==> src/design/ises_pkg.sv <==
package ises_pkg;

  localparam int KeyW = 8;

  // Command codes of one request
  typedef enum logic [2:0] {
    CmdInsert = 3'd0,
    CmdDelete = 3'd1,
    CmdSucc   = 3'd2,
    CmdMember = 3'd3,
    CmdMin    = 3'd4,
    CmdMax    = 3'd5
  } cmd_e;

  // Result source chosen by the controller
  typedef enum logic [2:0] {
    ResNone   = 3'd0,
    ResMember = 3'd1,
    ResLocal  = 3'd2,
    ResNext   = 3'd3,
    ResMin    = 3'd4,
    ResMax    = 3'd5
  } res_sel_e;

  typedef struct packed {
    logic [2:0]      cmd;
    logic [KeyW-1:0] key;
  } req_t;

  typedef struct packed {
    logic [KeyW-1:0] value;
    logic            found;
  } res_t;

  // Controller to datapath
  typedef struct packed {
    logic     load;
    logic     ins_commit;
    logic     del_commit;
    logic     rd_succ;
    logic     rd_min;
    logic     cap_min;
    logic     cap_max;
    logic     resp;
    res_sel_e res_sel;
  } dp_cmd_t;

  // Datapath to controller
  typedef struct packed {
    logic [2:0] cmd;
    logic       in_range;
    logic       bit_set;
    logic       succ_local;
    logic       succ_next;
    logic       bound_hit;
    logic       sum_empty;
  } dp_sts_t;

endpackage

==> src/design/ises_ram.sv <==
module ises_ram #(
  parameter int Width = 16,
  parameter int Depth = 16
) (
  input  logic                     clk_i,
  input  logic                     we_i,
  input  logic [$clog2(Depth)-1:0] waddr_i,
  input  logic [Width-1:0]         wdata_i,
  input  logic                     re_i,
  input  logic [$clog2(Depth)-1:0] raddr_i,
  output logic [Width-1:0]         rdata_o
);

  logic [Width-1:0] mem [Depth];

  // Write one row, read one row with registered data
  always_ff @(posedge clk_i) begin
    if (we_i) begin
      mem[waddr_i] <= wdata_i;
    end
    if (re_i) begin
      rdata_o <= mem[raddr_i];
    end
  end

endmodule

==> src/design/ises_dp.sv <==
module ises_dp #(
  parameter int Universe = 256
) (
  input  logic             clk_i,
  input  logic             rst_ni,
  input  ises_pkg::req_t   req_i,
  input  ises_pkg::dp_cmd_t cmd_i,
  output ises_pkg::dp_sts_t sts_o,
  output ises_pkg::res_t   res_o
);

  localparam int LogU    = $clog2(Universe + 1) - 1;
  localparam int LowRaw  = LogU / 2;
  localparam int LowW    = (LowRaw > 4) ? 4 : LowRaw;
  localparam int NumKeys = (Universe > 256) ? 256 : Universe;
  localparam int CW      = 1 << LowW;
  localparam int NC      = (NumKeys + CW - 1) / CW;
  localparam int HighW   = $clog2(NC);
  localparam int KeyW    = ises_pkg::KeyW;

  function automatic logic [LowW-1:0] row_lo(logic [CW-1:0] v);
    logic [LowW-1:0] r;
    r = '0;
    for (int i = CW - 1; i >= 0; i--) begin
      if (v[i]) r = LowW'(i);
    end
    return r;
  endfunction

  function automatic logic [LowW-1:0] row_hi(logic [CW-1:0] v);
    logic [LowW-1:0] r;
    r = '0;
    for (int i = 0; i < CW; i++) begin
      if (v[i]) r = LowW'(i);
    end
    return r;
  endfunction

  function automatic logic [HighW-1:0] sum_lo(logic [NC-1:0] v);
    logic [HighW-1:0] r;
    r = '0;
    for (int i = NC - 1; i >= 0; i--) begin
      if (v[i]) r = HighW'(i);
    end
    return r;
  endfunction

  function automatic logic [HighW-1:0] sum_hi(logic [NC-1:0] v);
    logic [HighW-1:0] r;
    r = '0;
    for (int i = 0; i < NC; i++) begin
      if (v[i]) r = HighW'(i);
    end
    return r;
  endfunction

  function automatic logic [KeyW-1:0] join_key(logic [HighW-1:0] hi, logic [LowW-1:0] lo);
    return KeyW'((32'(hi) << LowW) | 32'(lo));
  endfunction

  ises_pkg::req_t   req_q;
  logic [HighW-1:0] rd_addr_q, rd_addr_d;
  logic [NC-1:0]    summary_q;
  logic [NC-1:0]    valid_q;
  logic             empty_q;
  logic [KeyW-1:0]  min_q, max_q;
  ises_pkg::res_t   res_q, res_d;

  logic             req_in_range, key_in_range;
  logic [HighW-1:0] hi_q;
  logic [LowW-1:0]  lo_q;
  logic [CW-1:0]    ram_rdata, row, onehot, local_mask, local_bits;
  logic [NC-1:0]    above_mask, above_bits;
  logic [CW-1:0]    wdata;
  logic             we, re;

  // Split the held key into cluster and position
  assign req_in_range = int'(req_i.key) < NumKeys;
  assign key_in_range = int'(req_q.key) < NumKeys;
  assign hi_q         = key_in_range ? HighW'(req_q.key >> LowW) : '0;
  assign lo_q         = LowW'(req_q.key);
  assign onehot       = CW'(1) << lo_q;

  // Mask rows never written to zero
  assign row        = valid_q[rd_addr_q] ? ram_rdata : '0;
  assign local_mask = ({CW{1'b1}} << lo_q) << 1;
  assign local_bits = row & local_mask;
  assign above_mask = ({NC{1'b1}} << hi_q) << 1;
  assign above_bits = summary_q & above_mask;

  // Select the row to read
  assign re = cmd_i.load | cmd_i.rd_succ | cmd_i.rd_min | cmd_i.cap_min;
  always_comb begin
    if (cmd_i.load) begin
      rd_addr_d = req_in_range ? HighW'(req_i.key >> LowW) : '0;
    end else if (cmd_i.rd_succ) begin
      rd_addr_d = sum_lo(above_bits);
    end else if (cmd_i.rd_min) begin
      rd_addr_d = sum_lo(summary_q);
    end else begin
      rd_addr_d = sum_hi(summary_q);
    end
  end

  // Set or clear the key's bit in its row
  assign we    = cmd_i.ins_commit | cmd_i.del_commit;
  assign wdata = cmd_i.ins_commit ? (row | onehot) : (row & ~onehot);

  ises_ram #(
    .Width(CW),
    .Depth(NC)
  ) u_rows (
    .clk_i  (clk_i),
    .we_i   (we),
    .waddr_i(hi_q),
    .wdata_i(wdata),
    .re_i   (re),
    .raddr_i(rd_addr_d),
    .rdata_o(ram_rdata)
  );

  // Hold the request, the read address and the result
  always_ff @(posedge clk_i) begin
    if (cmd_i.load) begin
      req_q <= req_i;
    end
    if (re) begin
      rd_addr_q <= rd_addr_d;
    end
    if (cmd_i.resp) begin
      res_q <= res_d;
    end
  end

  // Update summary, row valid bits, empty flag and bounds
  always_ff @(posedge clk_i or negedge rst_ni) begin
    if (!rst_ni) begin
      summary_q <= '0;
      valid_q   <= '0;
      empty_q   <= 1'b1;
      min_q     <= '0;
      max_q     <= '0;
    end else begin
      if (we) begin
        valid_q[hi_q] <= 1'b1;
      end
      if (cmd_i.ins_commit) begin
        summary_q[hi_q] <= 1'b1;
        empty_q         <= 1'b0;
        if (empty_q || req_q.key < min_q) min_q <= req_q.key;
        if (empty_q || req_q.key > max_q) max_q <= req_q.key;
      end
      if (cmd_i.del_commit) begin
        summary_q[hi_q] <= |(row & ~onehot);
      end
      if (cmd_i.rd_min && summary_q == '0) begin
        empty_q <= 1'b1;
        min_q   <= '0;
        max_q   <= '0;
      end
      if (cmd_i.cap_min) begin
        min_q <= join_key(rd_addr_q, row_lo(row));
      end
      if (cmd_i.cap_max) begin
        max_q <= join_key(rd_addr_q, row_hi(row));
      end
    end
  end

  // Form the result
  always_comb begin
    res_d = '0;
    case (cmd_i.res_sel)
      ises_pkg::ResMember: res_d.found = key_in_range & |(row & onehot);
      ises_pkg::ResLocal: begin
        res_d.value = join_key(hi_q, row_lo(local_bits));
        res_d.found = 1'b1;
      end
      ises_pkg::ResNext: begin
        res_d.value = join_key(rd_addr_q, row_lo(row));
        res_d.found = 1'b1;
      end
      ises_pkg::ResMin: begin
        res_d.value = empty_q ? '0 : min_q;
        res_d.found = ~empty_q;
      end
      ises_pkg::ResMax: begin
        res_d.value = empty_q ? '0 : max_q;
        res_d.found = ~empty_q;
      end
      default: res_d = '0;
    endcase
  end

  assign res_o = res_q;

  // Report status to the controller
  assign sts_o.cmd        = req_q.cmd;
  assign sts_o.in_range   = key_in_range;
  assign sts_o.bit_set    = |(row & onehot);
  assign sts_o.succ_local = |local_bits;
  assign sts_o.succ_next  = |above_bits;
  assign sts_o.bound_hit  = (req_q.key == min_q) || (req_q.key == max_q);
  assign sts_o.sum_empty  = (summary_q == '0);

endmodule

==> src/design/ises_ctrl.sv <==
module ises_ctrl (
  input  logic              clk_i,
  input  logic              rst_ni,
  input  logic              start,
  output logic              busy,
  output logic              res_valid_o,
  input  ises_pkg::dp_sts_t sts_i,
  output ises_pkg::dp_cmd_t cmd_o
);

  typedef enum logic [5:0] {
    StIdle  = 6'b000001,
    StEval  = 6'b000010,
    StSucc  = 6'b000100,
    StMinRd = 6'b001000,
    StMinEv = 6'b010000,
    StMaxEv = 6'b100000
  } state_e;

  state_e state_q, state_d;
  logic   done_q;

  // Sequence one request
  always_comb begin
    state_d = state_q;
    cmd_o   = '0;
    case (state_q)
      StIdle: begin
        if (start) begin
          cmd_o.load = 1'b1;
          state_d    = StEval;
        end
      end
      StEval: begin
        cmd_o.resp = 1'b1;
        state_d    = StIdle;
        case (sts_i.cmd)
          ises_pkg::CmdInsert: begin
            cmd_o.ins_commit = sts_i.in_range & ~sts_i.bit_set;
          end
          ises_pkg::CmdDelete: begin
            if (sts_i.in_range && sts_i.bit_set) begin
              cmd_o.del_commit = 1'b1;
              if (sts_i.bound_hit) begin
                cmd_o.resp = 1'b0;
                state_d    = StMinRd;
              end
            end
          end
          ises_pkg::CmdSucc: begin
            if (sts_i.in_range && sts_i.succ_local) begin
              cmd_o.res_sel = ises_pkg::ResLocal;
            end else if (sts_i.in_range && sts_i.succ_next) begin
              cmd_o.rd_succ = 1'b1;
              cmd_o.resp    = 1'b0;
              state_d       = StSucc;
            end
          end
          ises_pkg::CmdMember: cmd_o.res_sel = ises_pkg::ResMember;
          ises_pkg::CmdMin:    cmd_o.res_sel = ises_pkg::ResMin;
          ises_pkg::CmdMax:    cmd_o.res_sel = ises_pkg::ResMax;
          default:             cmd_o.res_sel = ises_pkg::ResNone;
        endcase
      end
      StSucc: begin
        cmd_o.resp    = 1'b1;
        cmd_o.res_sel = ises_pkg::ResNext;
        state_d       = StIdle;
      end
      StMinRd: begin
        cmd_o.rd_min = 1'b1;
        if (sts_i.sum_empty) begin
          cmd_o.resp = 1'b1;
          state_d    = StIdle;
        end else begin
          state_d = StMinEv;
        end
      end
      StMinEv: begin
        cmd_o.cap_min = 1'b1;
        state_d       = StMaxEv;
      end
      StMaxEv: begin
        cmd_o.cap_max = 1'b1;
        cmd_o.resp    = 1'b1;
        state_d       = StIdle;
      end
      default: state_d = StIdle;
    endcase
  end

  always_ff @(posedge clk_i or negedge rst_ni) begin
    if (!rst_ni) begin
      state_q <= StIdle;
      done_q  <= 1'b0;
    end else begin
      state_q <= state_d;
      done_q  <= cmd_o.resp;
    end
  end

  assign busy        = (state_q != StIdle);
  assign res_valid_o = done_q;

endmodule

==> src/design/integer_set_successor_engine.sv <==
// Integer set over keys 0 .. UNIVERSE-1, at most 0 .. 255, kept as per-cluster bitmaps in a
// RAM with one write and one read port, plus a summary bitmap, minimum and
// maximum in flip-flops.
// A request is taken when start is high and busy is low; its one result is
// shown for exactly one cycle with res_valid_o and cannot be held off.
// Membership, insert, minimum, maximum, an unused command, a delete that
// keeps both bounds and a successor found in the key's own cluster or not
// at all end after StEval; a successor in a later cluster adds StSucc, and
// a delete of the current minimum or maximum adds StMinRd, StMinEv and
// StMaxEv (only StMinRd if it empties the set), as the one read port of
// the cluster RAM serves one row per cycle. The next request may start in
// the cycle its predecessor's result is shown. Reset clears the set at
// once through per-row valid bits; no clearing pass is run.
module integer_set_successor_engine #(
  parameter int UNIVERSE = 256
) (
  input  logic           clk_i,
  input  logic           rst_ni,
  input  logic           start,
  output logic           busy,
  input  ises_pkg::req_t req_i,
  output logic           res_valid_o,
  output ises_pkg::res_t res_o
);

  ises_pkg::dp_cmd_t dp_cmd;
  ises_pkg::dp_sts_t dp_sts;

  ises_ctrl u_ctrl (
    .clk_i      (clk_i),
    .rst_ni     (rst_ni),
    .start      (start),
    .busy       (busy),
    .res_valid_o(res_valid_o),
    .sts_i      (dp_sts),
    .cmd_o      (dp_cmd)
  );

  ises_dp #(
    .Universe(UNIVERSE)
  ) u_dp (
    .clk_i (clk_i),
    .rst_ni(rst_ni),
    .req_i (req_i),
    .cmd_i (dp_cmd),
    .sts_o (dp_sts),
    .res_o (res_o)
  );

`ifndef SYNTHESIS
  // A result only follows work done while busy
  assert property (@(posedge clk_i) disable iff (!rst_ni)
    res_valid_o |-> $past(busy))
    else $error("result without a request in progress");

  // A result is shown only once the controller is back to idle
  assert property (@(posedge clk_i) disable iff (!rst_ni)
    res_valid_o |-> !busy)
    else $error("result shown while busy");

  // An accepted request always occupies the block for the next cycle
  assert property (@(posedge clk_i) disable iff (!rst_ni)
    (start && !busy) |=> (busy && !res_valid_o))
    else $error("accepted request not taken up");
`endif

endmodule

==> config.mk <==
export PLATFORM = sky130hd
export DESIGN_NAME = integer_set_successor_engine
export DESIGN_NICKNAME = d
export VERILOG_FILES = /design/src/design/ises_pkg.sv /design/src/design/ises_ram.sv /design/src/design/ises_dp.sv /design/src/design/ises_ctrl.sv /design/src/design/integer_set_successor_engine.sv
export SDC_FILE = /design/constraint.sdc
export NUM_CORES = 1
export LEC_CHECK = 0
export BUFFER_PORTS_ARGS = -buffer_cell sky130_fd_sc_hd__buf_4
export CAP_MARGIN = 20
export CORE_ASPECT_RATIO = 0.7
export CORE_MARGIN = 8
export CORE_UTILIZATION = 45
export DETAILED_ROUTE_END_ITERATION = 7
export SLEW_MARGIN = 30
export SYNTH_ARGS = -nofsm -noshare
export SYNTH_HDL_FRONTEND = slang
export SYNTH_SLANG_ARGS = --single-unit
==> constraint.sdc <==
create_clock -name clk_i -period 3.48 [get_ports clk_i]
set_input_delay 0.174 -clock clk_i [delete_from_list [all_inputs] [get_ports clk_i]]
set_output_delay 0.174 -clock clk_i [all_outputs]
set_load 0.005 [all_outputs]
Word-level counts from Yosys, hierarchy flattened
Memories as Yosys holds them, arrays and structs flattened. A register that Yosys moved wholly into a read port is not among the register bits.
Index checks and enable logic that the tools add are counted.
Storage, ports and cells
  bits of input ports: 14
  bits in registers: 80
  word-level logic and storage cells: 236
  memories kept: 1
  output and inout bits: 11
  RAM bits: 256
Memories
  u_dp.u_rows.mem: depth 16, bits a word 16, read ports 1, clocked after memory_dff 1, write ports 1, line ises_ram.sv:14  | logic [Width-1:0] mem [Depth];
Operators by class
  bitwise logic cells: 18
  equality and inequality tests: 20
  magnitude comparators: 5
  multiplexer cells: 156
  reductions and logical operators: 21
  shift-type cells: 3
Operators with widths (number)
  $mux W4: 89
  $mux W8: 10
  $and A16 B16 Y16: 4
  $mux W16: 4
  $reduce_or A16 Y1: 4
  $or A16 B16 Y16: 3
  $mux W3: 11
  $or A8 B4 Y8: 4
  $pmux W8 S4: 1
  $shl A16 B4 Y15 const A: 2
  $mux W1: 24
  $pmux W6 S4: 1
  $bwmux W16: 1
  $eq A8 B8 Y1: 2
  $logic_not A16 Y1: 1
  $not A16 Y16: 1
  $shl A1 B4 Y16 const A: 1
  $eq A3 B2 Y1 const B: 4
  $eq A3 B3 Y1 const B: 4
  $pmux W3 S4: 1
  $pmux W6 S2: 1
  $reduce_bool A3 Y1: 4
  $lt A4 B5 Y1 const B: 2
  $mux W2: 5
  27 further kinds: 39

Longest topological paths before layout
Gate-level depths: netlist of run 1.
  depth in word-level cells: 23
  mapped depth: 16
  gate-level depth less buffers: 12

Hierarchy
From an unflattened synthesis of run 1, not the netlist that was laid out.
Unflattened totals
  cells, all modules: 1242
  area, all modules: 16834.9 um^2
Modules (own cells, without submodules)
  ises_ram: cells each 432, sequential area each 8167.8 um^2, instances 1, area an instance 10202.3 um^2
  ises_dp: cells each 750, sequential area each 1948.1 um^2, instances 1, area an instance 6068.3 um^2
  ises_ctrl: cells each 60, sequential area each 176.4 um^2, instances 1, area an instance 564.3 um^2

Worst setup path after synthesis of run 1
Ideal clock, no wire load.
  path type: reg2reg
  from: register u_dp.req_q (netlist bit u_dp.lo_q[1])
  to: memory u_dp.u_rows.mem[0][0], enable pin
  required time: 3.089 ns
  cell stages (with the launch flop): 13
  path buffers: 3
  period minus slack after synthesis: 3.638 ns
  arrival: 3.247 ns
  slack: -0.158 ns
  setup time: 0.391 ns
  path through: edfxtp_1 > buf_2 > buf_2 > and2_1 > a32oi_1 > o22ai_1 > o21bai_1 > o31a_1 > or4b_1 > buf_2 > inv_2 > o21ai_0 > nor2_1
Between the ends
  longest elaborated chain between the ends: 9
  elaborated cells on any way between the ends: 11
  classes of those cells: shift: 1; mux: 6; bitwise: 3; reduce/logical: 1
Ends and longest elaborated chain
  start, declared: line ises_dp.sv:61  | ises_pkg::req_t req_q;
  start signal, assigned: line ises_dp.sv:125  | req_q <= req_i;
  $shl A1 B4 Y16 (*): line ises_dp.sv:82  | assign onehot = CW'(1) << lo_q;
  $and A16 B16 Y16 (*): line ises_dp.sv:200  | assign sts_o.bit_set = |(row & onehot);
  $reduce_or A16 Y1 (*): line ises_dp.sv:200
  $mux W1 / $not A1 Y1 (equally long branches): line ises_ctrl.sv:42, ises_ctrl.sv:39
  $mux W1: line ises_ctrl.sv:37  | case (sts_i.cmd)
  $mux W3 (*): line ises_ctrl.sv:27  | case (state_q)
  $or A1 B1 Y1 (*): line ises_dp.sv:106  | assign we = cmd_i.ins_commit | cmd_i.del_commit;
  $mux W1 (*): line ises_ram.sv:18  | if (we_i) begin
  $mux W1 (implied by the code) (*): line ises_ram.sv:19  | mem[waddr_i] <= wdata_i;
  end, declared: line ises_ram.sv:14
Every way passes the cells marked *; elsewhere a longest branch is shown, timed or not.

Final worst setup path of run 1
  from: register u_dp.req_q (netlist bit u_dp.lo_q[0])
  to: register u_dp.u_rows.rdata_o[5] (read register of u_dp.u_rows.mem) (data pin)
Between the ends
  longest elaborated chain between the ends: 9
  elaborated cells on any way between the ends: 11
  classes of those cells: shift: 1; mux: 5; bitwise: 4; reduce/logical: 1
Ends and longest elaborated chain
  $shl A16 B4 Y15 (*): line ises_dp.sv:86  | assign local_mask = ({CW{1'b1}} << lo_q) << 1;
  $and A16 B16 Y16 (*): line ises_dp.sv:87  | assign local_bits = row & local_mask;
  $reduce_or A16 Y1 (*): line ises_dp.sv:201  | assign sts_o.succ_local = |local_bits;
  $mux W1 (*): line ises_ctrl.sv:51  | if (sts_i.in_range && sts_i.succ_local) begin
  $mux W1 (*): line ises_ctrl.sv:37
  $mux W3 (*): line ises_ctrl.sv:27
  $or A1 B1 Y1 (3 in series): line ises_dp.sv:92  | assign re = cmd_i.load | cmd_i.rd_succ | cmd_i.rd_min | cmd_i.cap_min;
  end, declared: line ises_ram.sv:11  | output logic [Width-1:0] rdata_o
Marks and branches as above.
A chain may end at the register's enable or synchronous reset.

==> impl_metrics.tcl, run 1 <==
set metrics [dict create \
    critical_path_class "reg2reg" \
    dpl.hpwl_um 32600 \
    synth_area_leaders "edfxtp_1, mux2i_1, dfrtp_1" \
    grt-ovfl-total 0 \
    ys_types 74 \
    final_cell_mix "edfxtp_1, buf_4, mux2i_1" \
    die_y_um 177 \
    synth-seq-cells 352 \
    cp_common_cell "buf_12" \
    setup_viol 3 \
    clkSinkCount 352 \
    tightest_slew_ps 802 \
    synth_top_area_cell "edfxtp_1" \
    initial_core_util 0.453 \
    drive_gt1_frac 0.258 \
    end_kind "flop" \
    netlist.area_leader.share 0.532 \
    crit_required_ps 3730 \
    insertedDiodeCount 0 \
    pin_count 25 \
    grt_pass1_wl_um 73100 \
    globalplace.congestion 0.974 \
    hold_path.class "in2reg" \
    synth_nets 1344 \
    clock_latency_ps 540 \
    antenna_found_initial 1 \
    maxSlewViolCount 0 \
    core_area_um2 36900 \
    crit_fanout 8 \
    drtPass1Iterations 5 \
    status "finished, violations left" \
    crit_family "compound AO/OA/AOI/OAI gates" \
    drv_cap 0 \
    worst_path_max_delay_cell "edfxtp_1" \
    cts_htree_levels 2 \
    hold_violations 0 \
    nNetsFinal 1541 \
    wl_per_cell_um 24.8 \
    final.setup.tns_ps -29.4 \
    port_buffers 24 \
    cellPowerDensity_nw_per_um2 831 \
    netlist_area_um2 16700 \
    cts.path.max_buffers 3 \
    p_leak_uw 0.00769 \
    grt_pass1_vias 11481 \
    groute.usage.overall 0.221 \
    crit_chain "buf_12 -> or3b_4 -> a41oi_4 -> nor3b_4 -> a31oi_4 -> o32ai_4 -> nand2b_4 -> buf_12 -> buf_12 -> mux2i_1 -> mux2i_1 -> a22oi_1 -> nand3_2" \
    max-vdd-ir-drop_mv 0.428 \
    cp-start-kind "flop" \
    syn2layout_area_growth_pct 24.8 \
    drc 0 \
    fin_skew_ps 17.4 \
    drtIter0Drc 1433 \
    violations "negative setup slack" \
    mostFrequentLayoutCell "edfxtp_1" \
    ys_seq_area_frac 0.616 \
    grt_max_degree 57 \
    crit_buf_inv 3 \
    slew_headroom 0.465 \
    ys_warn_count 0 \
    syn_area_per_cell_um2 12.7 \
    grt_setup_unrepaired "yes" \
    cts_made_buffers 36 \
    max_freq_ghz 0.286 \
    vias_per_cell 6.07 \
    synth_edf_count 296 \
    cpPeakStageDelay_ps 430 \
    dp_cells 1897 \
    dr_total_vias 12283 \
    async_reset_ff_frac 0.159 \
    rows 59 \
    worstPathArrival_ps 3750 \
    die-width_um 246 \
    root_buffer "clkbuf_16" \
    fin_crit_sh 1.01 \
    drt_wl_total_um 50100 \
    tritoncts "built" \
    setup_slack_ps -21.3 \
    clk_pin_slew_ps 60 \
    fin_crit_ps 3500 \
    syn-instance-count 1314 \
    synth-main-ff-cell "edfxtp_1" \
    final-instance-count-excl-fill 2025 \
    antenna_left 0 \
    fp.dieArea_um2 43700 \
]
==> report_power, final <==
part	switching (µW)	total (µW)	internal, µW	leakage [µW]
clock network	1640	3730	2090	0.000534
registers	401	5470	5070	0.00322
logic	4210	8130	3920	0.00394
==> stage by stage <==
step	utilization	power, µW	setup slack, ps	hold slack (ps)	cell area, µm²
2_1_floorplan	-	9610	-158	-122	16700
3_3_place_gp	0.511	12500	-260	283	18900
3_5_place_dp	0.511	12500	-223	283	18900
4_1_cts	0.546	16300	19.2	46.4	20200
5_1_grt	0.565	18000	-72.2	80.9	20900
6_report	0.565	17300	-21.3	62.1	20900
==> logic make-up after synthesis <==
| logic type | count (synthesis) | share of synthesized area |
|---|---|---|
| muxes | 160 | 0.101 |
| adders and majority gates | 16 | 0.0120 |
| AOI/OAI and AO/OA | 317 | 0.135 |
| xor gates and xnor gates | 1 | 0.000524 |
| and+or+nand+nor | 343 | 0.102 |
| buffers and inverters | 125 | 0.0344 |
| DFF | 352 | 0.616 |
==> worst min-delay path: stages <==
cell     delay (ps)
buf_4           110
nand3_1         110
buf_4           130
inv_1            30
==> path summary, 6_finish.rpt <==
path / startpoint / end / slack, ps / cells past startpoint
max reg2reg: u_dp.lo_q[0] / u_dp.u_rows.rdata_o[5] / -20 / 13
max in group asynchronous: rst_ni / u_dp.valid_q[5] / 2680 / 2
min in group asynchronous: rst_ni / u_dp.summary_q[4] / 220 / 2
min: start / u_ctrl.state_q[1] / 60 / 4
max: u_dp.lo_q[0] / u_dp.u_rows.rdata_o[5] / -20 / 13
min reg2reg: u_dp.valid_q[0] / u_dp.valid_q[0] / 470 / 1
==> registers in the layout, indices dropped and copies added (netlist names) <==
signal	count
u_dp.u_rows.rdata_o	16
u_dp.rd_addr_q	4
u_dp.res_o	9
u_ctrl.res_valid_o	1
u_dp.valid_q	16
u_dp.u_rows.mem	256
u_dp.max_q	8
u_ctrl.state_q	6
u_dp.summary_q	16
u_dp.sts_o	3
u_dp.hi_q	4
u_dp.lo_q	4
u_dp.min_q	8
u_dp.empty_q	1
==> cells in the mapped netlist, drive strengths merged (20+ instances only) <==
cell    number
o21ai       60
dfrtp       54
nand3       41
or2         23
nor2        97
o22ai       31
a22oi       27
nand2b      32
o211ai      20
buf         49
mux2i      139
inv         36
a21oi       36
edfxtp     296
nand2       77
clkbuf      40
==> timing repair <==
item                                    in CTS  in global routing
endpoints found under the setup margin      15                275
setup buffers                                5                 40
endpoints found under the hold margin       65                  0
gates resized for setup                     10                 56
pin swaps                                    3                 31
cloned                                       0                  7
hold buffers                                12                  0
==> area by class of cell <==
type / count / area [µm²]
clock buffer: 49 / 1000
clock inverter: 15 / 103
fill: 3003 / 16000
inverter: 36 / 138
multi-input combinational: 837 / 6160
sequential: 352 / 10300
tap: 488 / 611
timing repair buffer: 248 / 2560
==> routing by layer <==
metal  vias up  global-route usage  part of all wire  wire length (µm)
met5         -             0.00565           0.00090                45
met1      6156               0.344              0.48             24100
met4         4              0.0443             0.015               760
met3        69              0.0596             0.095              4770
met2       571               0.303              0.41             20500
li1       5483                   -                 -                 -
(Power assumes the default switching activity.)
==> inputs of run 2 (changes only) <==
Settings changed: CELL_PAD_IN_SITES_DETAIL_PLACEMENT from default to 0, CELL_PAD_IN_SITES_GLOBAL_PLACEMENT from default to 1, CORE_ASPECT_RATIO 0.7 to 2, PLACE_DENSITY_LB_ADDON from default to 0.1.
==> impl_metrics.tcl, run 2 (same netlist as run 1, synthesis figures left out) <==
set metrics [dict create \
    status "finished clean" \
    crit_fanout 8 \
    grt_max_degree 57 \
    grt_pass1_vias 11864 \
    largest_reg_flops 256 \
    dpl.hpwl_um 34100 \
    drc 0 \
    reg2reg_depth 12 \
    insertedDiodeCount 0 \
    grt-ovfl-total 0 \
    rows 100 \
    drive_gt1_frac 0.277 \
    pin_count 25 \
    fin_area_um2 20900 \
    port_buffers 24 \
    p_leak_uw 0.00775 \
    core_area_um2 36900 \
    cts.path.max_buffers 3 \
    die-width_um 152 \
    grt_setup_unrepaired "yes" \
    initial_core_util 0.453 \
    fin_skew_ps 30.2 \
    critical_path_class "reg2reg" \
    drv_cap 0 \
    crit_required_ps 3770 \
    tritoncts "built" \
    fp.dieArea_um2 44000 \
    maxSlewViolCount 0 \
    tightest_slew_ps 761 \
    cp-start-kind "flop" \
    hold_path.class "in2async" \
    fin_crit_ps 3420 \
    clock_latency_ps 600 \
    vias_per_cell 6.03 \
    max-vdd-ir-drop_mv 0.554 \
    final_cell_mix "edfxtp_1, buf_4, mux2i_1" \
    die_y_um 289 \
    nNetsFinal 1553 \
    worstPathArrival_ps 3710 \
    fin_crit_sh 0.982 \
    wl_per_cell_um 26.0 \
    drtIter0Drc 1087 \
    globalplace.congestion 0.892 \
    cts_made_buffers 31 \
    clkSinkCount 352 \
    slew_headroom 0.493 \
    clk_pin_slew_ps 70 \
    hold_slack_ps 188 \
    place_area_um2 18900 \
    max_freq_ghz 0.293 \
    setup_viol 0 \
    cts_htree_levels 1 \
    dr_total_vias 12109 \
    antenna_left 0 \
    grt_pass1_wl_um 75100 \
    cellPowerDensity_nw_per_um2 811 \
    drt_wl_total_um 52200 \
    drtPass1Iterations 7 \
    hold_violations 0 \
    top_register "u_dp.u_rows.mem" \
    groute.usage.overall 0.227 \
    root_buffer "clkbuf_16" \
    antenna_found_initial 0 \
    fillerInstances 2986 \
    syn2layout_area_growth_pct 25.2 \
    mostFrequentLayoutCell "edfxtp_1" \
    end_kind "flop" \
]
## run 2: cell count changes in the layout (fill, tap and decap cells not counted), moves of 4 or more
cell       delta
buf_4        +19
clkinv_2      +6
clkbuf_1      -6
nor2_2        -4
nand3_2       +4
clkbuf_16     -6
nand3_1       -5
## run 2: timing repair
action | in CTS | in global routing
hold buffers | 13 | 0
gates resized for setup | 15 | 61
setup buffers | 11 | 35
hold endpoints to repair | 66 | 0
gates cloned | 0 | 9
endpoints found under the setup margin | 8 | 291
pin swaps | 6 | 23
## run 2: path summary, 6_finish.rpt
path,startpoint,end,slack [ps]
setup / recovery,u_dp.lo_q[3],u_dp.u_rows.rdata_o[6],60
hold / removal,rst_ni,u_ctrl.state_q[4],190
setup reg to reg,u_dp.lo_q[3],u_dp.u_rows.rdata_o[6],60
hold reg to reg,u_dp.valid_q[8],u_dp.valid_q[8],460
max in group asynchronous,rst_ni,u_dp.summary_q[10],2760
min in group clk_i,req_i[2],u_dp.lo_q[2],310
## run 2: metrics by stage
stage                     TNS (ps)  utilization  cells  setup slack [ps]  power, µW
after floorplan             -37250            -   1314              -158       9610
after global placement        -692        0.511   1881              -269      12500
after detailed placement      -647        0.511   1881              -248      12600
after CTS                    -6.31        0.545   1963             -6.31      16200
after global routing         -1470        0.567   2007             -67.3      17700
final                            0        0.567   2007              61.3      17000
## run 2: worst max-delay path: stages, from the launching register on
cell      delay [ps]
edfxtp_1         450
buf_4            170
nand3_1          200
o21ai_2          250
and4_1           310
a31oi_4          190
a211oi_2         250
nand2b_4         270
buf_6            170
buf_16           150
mux2_2           330
o211ai_1         190
nand4_1          180
## run 2: layout make-up
class	count	area (µm²)	area share
inverter	36	140	0.00670
multi-input combinational	837	6240	0.298
timing repair buffer	265	2690	0.129
clock buffer	35	791	0.0378
sequential	352	10300	0.492
tap	459	574	0.0274
clock inverter	23	193	0.00921
## run 2: where the power goes
part / internal [µW] / total (µW) / switching [µW]
clock network: 1800 / 3390 / 1580
logic: 3790 / 8120 / 4330
registers: 5060 / 5470 / 408
total: 10700 / 17000 / 6320
## run 2: routing by layer
| metal | GRT usage | vias up | share of wire |
|---|---|---|---|
| li1 | - | 5498 | - |
| met1 | 0.273 | 6111 | 0.40 |
| met2 | 0.418 | 409 | 0.52 |
| met3 | 0.0229 | 91 | 0.045 |
| met4 | 0.0723 | 0 | 0.030 |
| met5 | 0 | - | 0 |
==> inputs of run 3 (changes only) <==
Settings changed: CORE_ASPECT_RATIO 2 to 1.5, GPL_ROUTABILITY_DRIVEN from default to 0.
==> impl_metrics.tcl, run 3 (same netlist as run 1, synthesis figures left out) <==
set metrics [dict create \
    status "finished clean" \
    fin_crit_sh 0.976 \
    hold_path.class "in2reg" \
    p_comb_frac 0.437 \
    slew_headroom 0.451 \
    initial_core_util 0.456 \
    crit_fanout 19 \
    port_buffers 24 \
    insertedDiodeCount 0 \
    drive_gt1_frac 0.247 \
    antenna_left 0 \
    final_cell_mix "edfxtp_1, buf_4, mux2i_1" \
    total_power_uw 16600 \
    grt_pass1_vias 12034 \
    setup_viol 0 \
    crit_chain "buf_4 -> buf_4 -> nand2b_1 -> a41o_1 -> a41o_2 -> nor2_4 -> mux2_4 -> nand2b_1 -> buf_12 -> or4_1 -> nand3_2" \
    drt_wl_total_um 50400 \
    largest_reg_flops 256 \
    antenna_found_initial 0 \
    cpPeakStageDelay_ps 520 \
    root_buffer "clkbuf_16" \
    min_path_cells 5 \
    cp-start-kind "flop" \
    p_leak_uw 0.00755 \
    wl_per_cell_um 25.1 \
    clk_pin_slew_ps 60 \
    dp_cells 1907 \
    cts_htree_levels 2 \
    end_kind "flop" \
    grt_max_degree 57 \
    drtPass1Iterations 5 \
    cts.path.max_buffers 3 \
    top_register "u_dp.u_rows.mem" \
    crit_required_ps 3860 \
    worst_path_max_delay_cell "or4_1" \
    rows 86 \
    r2r-end "u_dp.u_rows.rdata_o[5]" \
    critical_path_class "reg2reg" \
    cts_made_buffers 36 \
    maxSlewViolCount 0 \
    pin_count 25 \
    min_to "u_ctrl.state_q[3]" \
    fin_area_um2 20500 \
    holdCritStartpoint "start" \
    dr_total_vias 11840 \
    max_freq_ghz 0.294 \
    max-vdd-ir-drop_mv 0.444 \
    drc 0 \
    tightest_slew_ps 823 \
    reg2reg_depth 11 \
    grt-ovfl-total 0 \
    cellPowerDensity_nw_per_um2 809 \
    hold_slack_ps 117 \
    syn2layout_area_growth_pct 22.4 \
    hold_violations 0 \
    mostFrequentLayoutCell "edfxtp_1" \
    power_frac_clock 0.229 \
    drtIter0Drc 864 \
    fin_skew_ps 28.0 \
    place_area_um2 18800 \
    clock_latency_ps 550 \
    seqPwrFrac 0.334 \
    die-width_um 173 \
    nNetsFinal 1527 \
    fin_crit_ps 3400 \
    drv_cap 0 \
    dpl.hpwl_um 35000 \
    grt_setup_unrepaired "yes" \
    core_area_um2 36700 \
    vias_per_cell 5.89 \
    r2r-start "u_dp.hi_q[0]" \
    final-instance-count-excl-fill 2009 \
    switching_share 0.362 \
    groute.usage.overall 0.228 \
    fillerInstances 3086 \
    switching_power_uw 6000 \
    grt_pass1_wl_um 75700 \
    fp.dieArea_um2 43700 \
    clkSinkCount 352 \
    intPower_uw 10600 \
    die_y_um 252 \
    tritoncts "built" \
    worstPathArrival_ps 3780 \
    rrSetupSlack_ps 80 \
]
## run 3: changes by cell type in the layout (fill, tap and decap cells not counted), sizes merged
cell         previous run  this run
buf                   244       221
clkbuf                 43        53
clkinv                 18        11
clkinvlp                1         0
bufinv                  2         1
dlygate4sd3            13        12
## run 3: critical path: cells and delay by family (launching register included)
| family | cells | cell delay (ps) |
|---|---|---|
| compound gates | 2 | 620 |
| buf+inv | 3 | 540 |
| flops | 1 | 510 |
| mux | 1 | 370 |
| simple gates | 5 | 1190 |
## run 3: area by class of cell
cell class,count,area (µm²),share of cell area
clock inverter,14,133,0.00648
timing repair buffer,234,2190,0.107
multi-input combinational,837,6090,0.297
tap,484,606,0.0296
sequential,352,10300,0.503
clock buffer,52,1020,0.0500
inverter,36,135,0.00660
## run 3: worst max-delay path by stage
stage	from	to	cells past startpoint
detailed placement	u_dp.hi_q[3]	u_dp.u_rows.rdata_o[6]	10
CTS	u_dp.hi_q[3]	u_dp.u_rows.rdata_o[2]	12
floorplan	u_dp.lo_q[1]	u_dp.u_rows.mem[0][0]	12
global placement	u_dp.hi_q[3]	u_dp.u_rows.rdata_o[6]	10
finish	u_dp.hi_q[0]	u_dp.u_rows.rdata_o[5]	11
global route	u_dp.lo_q[1]	u_dp.u_rows.rdata_o[6]	14
## run 3: layer usage
layer / vias up / wire [µm] / share of wire / GRT usage
met1: 5983 / 19700 / 0.39 / 0.262
met5: - / 0 / 0 / 0
met2: 296 / 26600 / 0.53 / 0.421
met4: 0 / 2230 / 0.044 / 0.0996
li1: 5440 / - / - / -
met3: 121 / 1740 / 0.035 / 0.0248
## run 3: per-stage QoR
stage | worst slack (ps) | setup TNS [ps] | utilization
after global routing | -102 | -449 | 0.558
after CTS | 5.85 | 0 | 0.549
after floorplan | -158 | -37250 | -
after detailed placement | -107 | -163 | 0.513
final | 84.4 | 0 | 0.558
after global placement | -143 | -370 | 0.513
## run 3: what timing repair did
action	in CTS	in global routing
setup endpoints to repair	6	126
pin swaps	0	8
setup buffers	1	22
gates cloned	0	1
hold endpoints to repair	65	0
hold buffers	12	0
gates resized for setup	6	31
## run 3: power by group through the flow
| stage | sequential [µW] | combinational (µW) | clock, µW |
|---|---|---|---|
| final | 5520 | 7240 | 3800 |
| after global routing | 5540 | 7800 | 4030 |
| after CTS | 5510 | 6840 | 3870 |
| after detailed placement | 5600 | 6780 | 0 |
| after global placement | 5590 | 6740 | 0 |
| after floorplan | 5300 | 4310 | 0 |
